<file path="src/rtl/core/hf2bgra_pkg.sv">
package hf2bgra_pkg;

  // Largest frame dimension the counters are sized for
  localparam int unsigned MAX_DIMENSION = 8192;

  localparam int unsigned HALF_W = 16;
  localparam int unsigned BYTE_W = 8;
  localparam int unsigned DIM_W  = 14;

  // Configuration register indexes
  localparam int unsigned CFG_IDX_W = 1;
  localparam logic [CFG_IDX_W-1:0] CFG_FRAME_WIDTH  = 1'b0;
  localparam logic [CFG_IDX_W-1:0] CFG_FRAME_HEIGHT = 1'b1;

  // binary16 field codes
  localparam logic [4:0] EXP_NONFINITE = 5'd31;
  localparam logic [4:0] EXP_ONE       = 5'd15;
  localparam logic [4:0] SHIFT_BASE    = 5'd25;
  localparam logic [BYTE_W-1:0] UNORM_MAX = 8'hff;

  typedef struct packed {
    logic frame_bad;
    logic frame_end;
    logic row_end;
  } pos_t;

  // Last valid position for a written dimension: zero reads as one,
  // values above the maximum saturate.
  function automatic logic [DIM_W-1:0] dim_last(input logic [DIM_W-1:0] d,
                                                 input logic [16:0] max_dim);
    logic [16:0] d_ext;
    logic [DIM_W-1:0] res;
    d_ext = 17'(d);
    if (d == '0) begin
      res = '0;
    end else if (d_ext > max_dim) begin
      res = DIM_W'(max_dim - 17'd1);
    end else begin
      res = d - DIM_W'(1);
    end
    return res;
  endfunction

  function automatic logic is_nonfinite(input logic [HALF_W-1:0] h);
    return h[14:10] == EXP_NONFINITE;
  endfunction

endpackage

</file>
<file path="src/rtl/core/hf2bgra_quant.sv">
module hf2bgra_quant (
  input  logic [hf2bgra_pkg::HALF_W-1:0] half_i,
  output logic [hf2bgra_pkg::BYTE_W-1:0] byte_o
);

  logic [4:0]  exp_w;
  logic [4:0]  shift_w;
  logic [10:0] mant_w;
  logic [24:0] prod_w;
  logic [24:0] rnd_w;
  logic [24:0] sum_w;
  logic [24:0] shifted_w;

  assign exp_w   = half_i[14:10];
  assign mant_w  = {1'b1, half_i[9:0]};
  assign shift_w = hf2bgra_pkg::SHIFT_BASE - exp_w;

  // mant * 255 as (mant << 8) - mant
  assign prod_w    = {6'd0, mant_w, 8'd0} - {14'd0, mant_w};
  assign rnd_w     = 25'd1 << (shift_w - 5'd1);
  assign sum_w     = prod_w + rnd_w;
  assign shifted_w = sum_w >> shift_w;

  always_comb begin
    if (half_i[15] || exp_w == '0) begin
      byte_o = '0;
    end else if (exp_w >= hf2bgra_pkg::EXP_ONE) begin
      byte_o = hf2bgra_pkg::UNORM_MAX;
    end else begin
      byte_o = shifted_w[hf2bgra_pkg::BYTE_W-1:0];
    end
  end

endmodule

</file>
<file path="src/rtl/core/hf2bgra_pos.sv">
module hf2bgra_pos #(
  parameter int unsigned MaxDimension = hf2bgra_pkg::MAX_DIMENSION
) (
  input  logic                           clk_i,
  input  logic                           rst_ni,
  input  logic                           step_i,
  input  logic                           nonfinite_i,
  input  logic [hf2bgra_pkg::DIM_W-1:0]  width_last_i,
  input  logic [hf2bgra_pkg::DIM_W-1:0]  height_last_i,
  output hf2bgra_pkg::pos_t              pos_o
);

  localparam int unsigned CntW = (MaxDimension > 1) ? $clog2(MaxDimension) : 1;
  localparam int unsigned CmpW = (CntW > hf2bgra_pkg::DIM_W) ? CntW : hf2bgra_pkg::DIM_W;

  logic [CntW-1:0] col_q, col_d;
  logic [CntW-1:0] row_q, row_d;
  logic            err_q, err_d;
  logic            row_last_w, frame_last_w, bad_w;

  // A counter already past a shrunken limit ends on the current pixel.
  assign row_last_w   = CmpW'(col_q) >= CmpW'(width_last_i);
  assign frame_last_w = row_last_w && (CmpW'(row_q) >= CmpW'(height_last_i));
  assign bad_w        = err_q || nonfinite_i;

  assign pos_o.row_end   = row_last_w;
  assign pos_o.frame_end = frame_last_w;
  assign pos_o.frame_bad = bad_w;

  always_comb begin
    col_d = col_q;
    row_d = row_q;
    err_d = err_q;
    if (step_i) begin
      if (frame_last_w) begin
        col_d = '0;
        row_d = '0;
        err_d = 1'b0;
      end else if (row_last_w) begin
        col_d = '0;
        row_d = row_q + CntW'(1);
        err_d = bad_w;
      end else begin
        col_d = col_q + CntW'(1);
        err_d = bad_w;
      end
    end
  end

  always_ff @(posedge clk_i or negedge rst_ni) begin
    if (!rst_ni) begin
      col_q <= '0;
      row_q <= '0;
      err_q <= 1'b0;
    end else begin
      col_q <= col_d;
      row_q <= row_d;
      err_q <= err_d;
    end
  end

endmodule

</file>
<file path="src/rtl/core/half_float_rgba_to_bgra8_top.sv">
// A request accepted into the input register moves to the result register
// once that register has room, and is offered on the output from there.
// Throughput: one pixel per cycle; ready follows the result register's room.
// Reset clears both valid flags, the row/column counters and the error flag;
// width and height read as one until written.
module half_float_rgba_to_bgra8_top #(
  parameter int unsigned MaxDimension = hf2bgra_pkg::MAX_DIMENSION
) (
  input  logic                                  clk_i,
  input  logic                                  rst_ni,
  input  logic                                  cfg_we_i,
  input  logic [hf2bgra_pkg::CFG_IDX_W-1:0]     cfg_idx_i,
  input  logic [hf2bgra_pkg::DIM_W-1:0]         cfg_data_i,
  input  logic                                  s_axis_tvalid_i,
  output logic                                  s_axis_tready_o,
  // red_half, green_half, blue_half, alpha_half
  input  logic [63:0]                           s_axis_tdata_i,
  output logic                                  m_axis_tvalid_o,
  input  logic                                  m_axis_tready_i,
  // blue_byte, green_byte, red_byte, alpha_byte
  output logic [31:0]                           m_axis_tdata_o,
  // row_end
  output logic                                  m_axis_tlast_o,
  // frame_end, frame_bad
  output logic [1:0]                            m_axis_tuser_o
);

  localparam logic [16:0] MaxDim17 = 17'(MaxDimension);

  logic [hf2bgra_pkg::DIM_W-1:0] width_last_q, height_last_q;

  logic        in_vld_q;
  logic [63:0] in_data_q;
  logic        out_vld_q;
  logic [31:0] out_data_q;
  logic        out_last_q;
  logic [1:0]  out_user_q;

  logic        out_adv_w;
  logic        step_w;
  logic        nonfinite_w;
  logic [7:0]  red_w, green_w, blue_w, alpha_w;
  hf2bgra_pkg::pos_t pos_w;

  // Config: store the last position, already clamped
  always_ff @(posedge clk_i or negedge rst_ni) begin
    if (!rst_ni) begin
      width_last_q  <= '0;
      height_last_q <= '0;
    end else if (cfg_we_i) begin
      unique case (cfg_idx_i)
        hf2bgra_pkg::CFG_FRAME_WIDTH:
          width_last_q <= hf2bgra_pkg::dim_last(cfg_data_i, MaxDim17);
        hf2bgra_pkg::CFG_FRAME_HEIGHT:
          height_last_q <= hf2bgra_pkg::dim_last(cfg_data_i, MaxDim17);
        default: ;
      endcase
    end
  end

  assign out_adv_w       = !out_vld_q || m_axis_tready_i;
  assign step_w          = in_vld_q && out_adv_w;
  assign s_axis_tready_o = !in_vld_q || out_adv_w;

  always_ff @(posedge clk_i or negedge rst_ni) begin
    if (!rst_ni) begin
      in_vld_q <= 1'b0;
    end else if (s_axis_tready_o) begin
      in_vld_q <= s_axis_tvalid_i;
    end
  end

  always_ff @(posedge clk_i) begin
    if (s_axis_tready_o && s_axis_tvalid_i) begin
      in_data_q <= s_axis_tdata_i;
    end
  end

  hf2bgra_quant u_quant_r (.half_i(in_data_q[15:0]),  .byte_o(red_w));
  hf2bgra_quant u_quant_g (.half_i(in_data_q[31:16]), .byte_o(green_w));
  hf2bgra_quant u_quant_b (.half_i(in_data_q[47:32]), .byte_o(blue_w));
  hf2bgra_quant u_quant_a (.half_i(in_data_q[63:48]), .byte_o(alpha_w));

  assign nonfinite_w = hf2bgra_pkg::is_nonfinite(in_data_q[15:0])
                    || hf2bgra_pkg::is_nonfinite(in_data_q[31:16])
                    || hf2bgra_pkg::is_nonfinite(in_data_q[47:32])
                    || hf2bgra_pkg::is_nonfinite(in_data_q[63:48]);

  hf2bgra_pos #(
    .MaxDimension(MaxDimension)
  ) u_pos (
    .clk_i        (clk_i),
    .rst_ni       (rst_ni),
    .step_i       (step_w),
    .nonfinite_i  (nonfinite_w),
    .width_last_i (width_last_q),
    .height_last_i(height_last_q),
    .pos_o        (pos_w)
  );

  always_ff @(posedge clk_i or negedge rst_ni) begin
    if (!rst_ni) begin
      out_vld_q <= 1'b0;
    end else if (out_adv_w) begin
      out_vld_q <= in_vld_q;
    end
  end

  always_ff @(posedge clk_i) begin
    if (step_w) begin
      out_data_q <= {alpha_w, red_w, green_w, blue_w};
      out_last_q <= pos_w.row_end;
      out_user_q <= {pos_w.frame_bad, pos_w.frame_end};
    end
  end

  assign m_axis_tvalid_o = out_vld_q;
  assign m_axis_tdata_o  = out_data_q;
  assign m_axis_tlast_o  = out_last_q;
  assign m_axis_tuser_o  = out_user_q;

  // Frame end only ever lands on a row end
  a_frame_end_on_row_end: assert property (@(posedge clk_i) disable iff (!rst_ni)
    m_axis_tvalid_o |-> (!m_axis_tuser_o[0] || m_axis_tlast_o))
    else $error("frame end without row end");

  // An empty result register never blocks the input side
  a_ready_when_empty: assert property (@(posedge clk_i) disable iff (!rst_ni)
    !m_axis_tvalid_o |-> s_axis_tready_o)
    else $error("input stalled with empty output");

  // A pending input request stays until it moves to the result register
  a_in_hold: assert property (@(posedge clk_i) disable iff (!rst_ni)
    (in_vld_q && !out_adv_w) |=> (in_vld_q && m_axis_tvalid_o))
    else $error("pending request lost");

endmodule
</file>
<file path="config.mk">
export PLATFORM = sky130hd
export DESIGN_NAME = half_float_rgba_to_bgra8_top
export DESIGN_NICKNAME = d
export VERILOG_FILES = /design/src/rtl/core/hf2bgra_pkg.sv /design/src/rtl/core/hf2bgra_quant.sv /design/src/rtl/core/hf2bgra_pos.sv /design/src/rtl/core/half_float_rgba_to_bgra8_top.sv
export SDC_FILE = /design/constraint.sdc
export NUM_CORES = 1
export LEC_CHECK = 0
export BUFFER_PORTS_ARGS = -buffer_cell sky130_fd_sc_hd__buf_2
export CAP_MARGIN = 5
export CELL_PAD_IN_SITES_DETAIL_PLACEMENT = 1
export CELL_PAD_IN_SITES_GLOBAL_PLACEMENT = 2
export CORE_MARGIN = 5
export CORE_UTILIZATION = 38
export DETAILED_ROUTE_END_ITERATION = 16
export PLACE_DENSITY_LB_ADDON = 0.25
export SLEW_MARGIN = 20
export SYNTH_ARGS = -nofsm -noshare
export SYNTH_HDL_FRONTEND = slang
export SYNTH_SLANG_ARGS = --single-unit
</file>
<file path="constraint.sdc">
create_clock -name clk_i -period 6.1 [get_ports clk_i]
set_input_delay 1.83 -clock clk_i [delete_from_list [all_inputs] [get_ports clk_i]]
set_output_delay 1.83 -clock clk_i [all_outputs]
set_load 0.01 [all_outputs]
</file>
# After elaboration in Yosys (flattened, before gate mapping)
# Cells that the tools add are included.
[totals]
ff_bits = 156
output_inout_bits = 37
word_cells = 88
[classes]
n_addsub = 19
n_lt_le_gt_ge = 7
n_eq_ne = 4
n_shift = 8
mux = 11
bitwise = 1
reduce_logical = 24
[ops]
columns = ["op", "count"]
rows = [
  ["25-bit adder", 4],
  ["1-bit by 5-bit left shift with 25-bit output (first input constant)", 4],
  ["25-bit by 5-bit >> shifter with 8-bit output", 4],
  ["19-bit by 11-bit subtractor with 20-bit output", 4],
  ["13-bit 2-to-1 mux", 4],
  ["8-bit 2-to-1 mux", 4],
  ["13-bit by 14-bit greater-or-equal comparator with 1-bit output", 2],
  ["14-bit 2-to-1 mux", 2],
  ["13-bit by 1-bit adder with 13-bit output (second input constant)", 2],
  ["5-bit == test (second input constant)", 4],
  ["5-bit by 4-bit greater-or-equal comparator with 1-bit output (second input constant)", 4],
  ["5-bit zero test", 4],
  ["5-bit by 1-bit subtractor with 5-bit output (second input constant)", 4],
  ["5-bit subtractor (first input constant)", 4],
  ["14-bit > comparator (second input constant)", 1],
  ["14-bit zero test", 1],
  ["14-bit by 1-bit subtractor with 14-bit output (second input constant)", 1],
  ["1-bit logical OR", 10],
  ["2-bit AND reduction", 3],
  ["1-bit logical AND", 3],
  ["1-bit zero test", 2],
  ["2-bit nonzero test", 1],
  ["1-bit 2-to-1 mux", 1],
  ["1-bit inverter", 1],
]

# Depth between registers and ports, before layout
[depth]
depth_word = 6
depth_mapped = 22
depth_no_buf = 19

# Hierarchy
# A second synthesis with hierarchy kept.
[unflattened]
cells_unflattened = 2215
area_unflattened_um2 = 17661.9
[by_module_without_submodules]
columns = ["mod", "n_inst", "cells_per_inst", "area_per_inst_um2", "seq_area_each_um2"]
rows = [
  ["hf2bgra_quant (u_quant_b ...)", 2, 417, 2675.1, 0.0],
  ["half_float_rgba_to_bgra8_top", 1, 267, 4511.8, 3723.6],
  ["hf2bgra_quant (u_quant_a)", 1, 451, 2946.6, 0.0],
  ["hf2bgra_quant (u_quant_r)", 1, 434, 2773.9, 0.0],
  ["hf2bgra_pos", 1, 229, 2079.5, 675.6],
]

# Worst setup path after synthesis
# OpenSTA, ideal clock, no wires.
[synth_timing]
path_kind = "flip-flop to flip-flop"
startpoint = "register in_data_q[43]"
endpoint = "register out_data_q[1] (netlist: m_axis_tdata_o[1]) (data pin)"
arrival_time_ps = 4769
slack_ps = 1069
stages_incl_launch_ff = 23
synth_period_minus_slack_ps = 5031
path_cell_list = "edfxtp_1 clkbuf_1 inv_1 clkbuf_1 ha_1 xor2_1 clkbuf_1 clkbuf_1 nand2_1 nand2_1 nand3_1 nor2_1 ha_1 a21o_1 a21oi_1 a21oi_1 or4_1 and2_1 clkbuf_1 a221oi_1 a221oi_1 o22ai_1 o22ai_1"
[synth_between]
elab_chain_len = 6
word_cells_on_any_way = 9
classes_between = "add/sub (3); order compare (1); shift (2); mux (1); reduce/logical (2)"
[synth_lines]
columns = ["element", "line", "source"]
rows = [
  ["start: declaration", "half_float_rgba_to_bgra8_top.sv:33", "logic [63:0] in_data_q;"],
  ["start signal: assignment", "half_float_rgba_to_bgra8_top.sv:75", "in_data_q <= s_axis_tdata_i;"],
  ["5-bit subtractor", "hf2bgra_quant.sv:16", "assign shift_w = hf2bgra_pkg::SHIFT_BASE - exp_w;"],
  ["5-bit by 1-bit subtractor with 5-bit output", "hf2bgra_quant.sv:20", "assign rnd_w = 25'd1 << (shift_w - 5'd1);"],
  ["1-bit by 5-bit left shift with 25-bit output", "hf2bgra_quant.sv:20", ""],
  ["25-bit adder", "hf2bgra_quant.sv:21", "assign sum_w = prod_w + rnd_w;"],
  ["25-bit by 5-bit >> shifter with 8-bit output", "hf2bgra_quant.sv:22", "assign shifted_w = sum_w >> shift_w;"],
  ["8-bit 2-to-1 mux", "hf2bgra_quant.sv:27", "end else if (exp_w >= hf2bgra_pkg::EXP_ONE) begin"],
  ["end signal: assignment", "half_float_rgba_to_bgra8_top.sv:111", "out_data_q <= {alpha_w, red_w, green_w, blue_w};"],
  ["end: declaration", "half_float_rgba_to_bgra8_top.sv:35", "logic [31:0] out_data_q;"],
]
# Several ways; a longest one is shown, not always the timed one.
# A chain may end at the register's enable or synchronous reset.

# Worst setup path after layout
[layout_timing]
startpoint = "register in_data_q[59]"
endpoint = "register out_data_q[31] (netlist: m_axis_tdata_o[31]) (data pin)"
# The elaborated chain is that of the path after synthesis.

==> results.py <==
metrics = {
    "outcome": {
        "status": "finished clean",
    },
    "logic_synthesis": {
        "netlist_top_cells_area": "edfxtp_1 (18%), ha_1 (9.8%), dfrtp_1 (8.7%), nor2_1 (4.9%), xnor2_1 (4.9%)",
        "synth-compound-area-share_pct": 24.92,
        "synth_flop_cell": "edfxtp_1",
        "ys_ff_latch": 156,
        "syn_nets": 2244,
        "synth_top_cell_area_share_pct": 18.03,
        "synthXorXnorAreaFrac_pct": 7.863,
        "seq_area_frac_synth_pct": 26.68,
        "synth_top_family_by_area": "compound AO/OA/AOI/OAI gates",
        "synthMostInstantiatedCell": "nor2_1",
        "yosys_warnings": 0,
        "synth_edf_count": 99,
        "synthAdderAreaFrac_pct": 10.28,
        "synth_cell_types": 89,
        "syn-cell-area_mm2": 0.01649,
        "synth_commonest_cells": "nor2_1 (215), nand2_1 (206), ha_1 (129), o21ai_0 (122), a21oi_1 (119)",
        "synth-simple-area-share_pct": 21.97,
        "synthCells": 2027,
        "synth_area_leader_cell": "edfxtp_1",
        "avgSynthCellArea_um2": 8.133,
        "synthMuxAreaShare_pct": 4.281,
        "synth_async_sr_flop_share_pct": 36.54,
    },
    "clocking": {
        "hold_buffers": 0,
        "numClockSinks": 156,
        "clk_path_buf_depth": 2,
        "cts_tree": "yes",
        "h-tree-depth": 4,
        "post_cts_resized": 0,
        "clk_latency_ps": 480,
        "clockRootBuffer": "clkbuf_16",
        "clkTransAtPathRegs_ps": 60,
        "cts_made_buffers": 17,
        "post_cts_buffers": 0,
    },
    "detailed_routing": {
        "ant_nets": 0,
        "drc": 0,
        "via_count": 15840,
        "wl_per_cell_um": 20.74,
        "firstDrtPassIters": 5,
        "drtIter0Drc": 970,
        "viasPerCell": 5.887,
        "finalWirelength_mm": 55.82,
    },
    "setup_path": {
        "critPathSlowestCell": "xor2_1",
        "crit_path_max_fanout": 26,
        "required_ps": 6320,
        "crit_path_frequent_cell": "nor2_1",
        "rrSetupSlack_ps": 700,
        "cpPeakStageDelay_ps": 540,
        "ff2ff_path_depth": 17,
        "crit_path_start_kind": "register",
        "cp.arrival_ps": 5620,
        "crit_chain": "buf_4, o21ai_0, xor2_1, nor2_1, nand2_1, nor2_1, ha_1, fa_1, a21o_1, a221oi_2, o211a_4, o21ai_2, o41ai_1, nor2_1, mux4_2, and3_1, a21o_1",
        "critical_path_class": "reg2reg",
        "end_kind": "register",
        "r2r_start": "in_data_q[59]",
        "crit_start": "in_data_q[59]",
        "reg2reg_to": "m_axis_tdata_o[31]",
    },
    "floorplan": {
        "start_util_pct": 38.36,
        "io-pin-count": 121,
        "rows": 76,
        "die_width_um": 218.3,
        "die_area_mm2": 0.04765,
        "fp.coreArea_mm2": 0.04298,
        "die_y_um": 218.3,
    },
    "global_route": {
        "grt_max_degree": 65,
        "antenna_found_initial": 0,
        "grt-ovfl-total": 0,
        "grt_pass1_vias": 16010,
        "grt_usage_pct": 23.02,
        "grt_pass1_wl_mm": 88.42,
    },
    "timing": {
        "max_slew_margin_pct": 29.29,
        "fin_crit_sh_pct": 88.54,
        "finalHoldViolCount": 0,
        "finClkSkew_ps": 17.75,
        "rsz0062_at_grt": "false",
        "setup_tns_ps": 0,
        "tightest_slew_ps": 1057,
        "layout_setup_ws_ps": 699.0,
        "period_needed_ps": 5401,
        "timing.hold.ws_ps": 486.6,
        "finalSetupViolCount": 0,
        "slew_viol_final": 0,
        "max_freq_ghz": 0.1851,
    },
    "power": {
        "cellLeakagePower_nw": 7.749,
        "power_density_mw_per_mm2": 212.9,
        "finalPower_mw": 3.880,
        "vdd.ir_drop.worst_uv": 210.6,
    },
    "run": {
        "maxCapViolations": 0,
    },
    "final_layout": {
        "finalCoreUtilization_pct": 42.39,
        "final_area_mm2": 0.01822,
        "num_antenna_cells": 0,
        "fin_nets": 2310,
        "area_growth_pct": 10.53,
        "drive_above_1_share_pct": 11.06,
        "stdcell_count": 2691,
    },
    "min_path": {
        "hold_class": "reg2reg",
        "hp-start": "height_last_q[1]",
        "hold_depth": 2,
        "hold_end": "height_last_q[1]",
    },
    "placed_design": {
        "placed_cell_area_mm2": 0.01763,
        "gp_congestion": 0.8968,
        "place_inst": 2659,
        "dpl.hpwl_mm": 43.64,
        "place_ws_ps": 783.8,
        "port_buffers": 120,
    },
}
-- cells in the final DEF, fill, tap and decap left out, types with 23 or more instances in the layout --
cell	n
ha_1	129
a21oi_1	119
inv_1	75
a21o_1	53
a211oi_1	30
edfxtp_1	99
nor3_1	82
xor2_1	56
xnor2_1	92
nor2_1	215
mux2i_1	30
o21ai_0	122
o211ai_1	30
and3_1	29
buf_2	120
buf_4	23
nand2b_1	34
dfrtp_1	57
nand2_1	206
nand3_1	57
-- power by group --
part	internal, mW	switching [mW]	total [mW]
logic	0.530	0.905	1.44
registers	1.25	0.0842	1.33
clock network	0.605	0.509	1.11
-- critical path, delay by kind of cell (launching register included) --
kind	cells	cell delay [ps]
AOI/OAI and AO/OA	7	1900
and+or+nand+nor	5	830
adders and majority gates	2	640
xor gates and xnor gates	1	540
muxes	1	530
DFF	1	460
buffers and inverters	1	270
-- registers in the layout, indices dropped and copies added, names as in the netlist --
name	cells
m_axis_tlast_o	1
m_axis_tdata_o	32
m_axis_tvalid_o	1
m_axis_tuser_o	2
in_data_q	64
height_last_q	14
u_pos.col_q	13
width_last_q	14
in_vld_q	1
u_pos.row_q	13
u_pos.err_q	1
-- cell type report --
class | count | area [µm²]
clock buffer | 20 | 466.7
clock inverter | 12 | 120.1
fill | 5210 | 24760
inverter | 79 | 296.5
multi-input combinational | 1696 | 11430
sequential | 156 | 4399
tap | 585 | 732.0
timing repair buffer | 143 | 773.2
-- cells by family after synthesis --
kind of cell,count (synthesis)
mux,52
compound gates,596
flops,156
xor+xnor,148
fa+ha+maj,133
simple gates,767
buf+inv,175
-- worst max path at each step --
stage	to	slack, ps	cells past startpoint
6_report	m_axis_tdata_o[31]	700	17
4_1_cts	m_axis_tdata_o[31]	760	17
3_5_place_dp	m_axis_tdata_o[31]	780	17
5_1_grt	m_axis_tdata_o[6]	270	16
3_3_place_gp	m_axis_tdata_o[13]	850	16
2_1_floorplan	m_axis_tdata_o[1]	1070	22
-- layer usage --
layer,vias up,global-route usage (%),part of all wire (%)
li1,7681,-,-
met1,7761,32.11,48
met2,338,37.54,46
met3,62,3.325,4.0
met4,0,6.134,1.8
met5,-,0,0
Note: power is estimated with default switching activity, not from simulation.
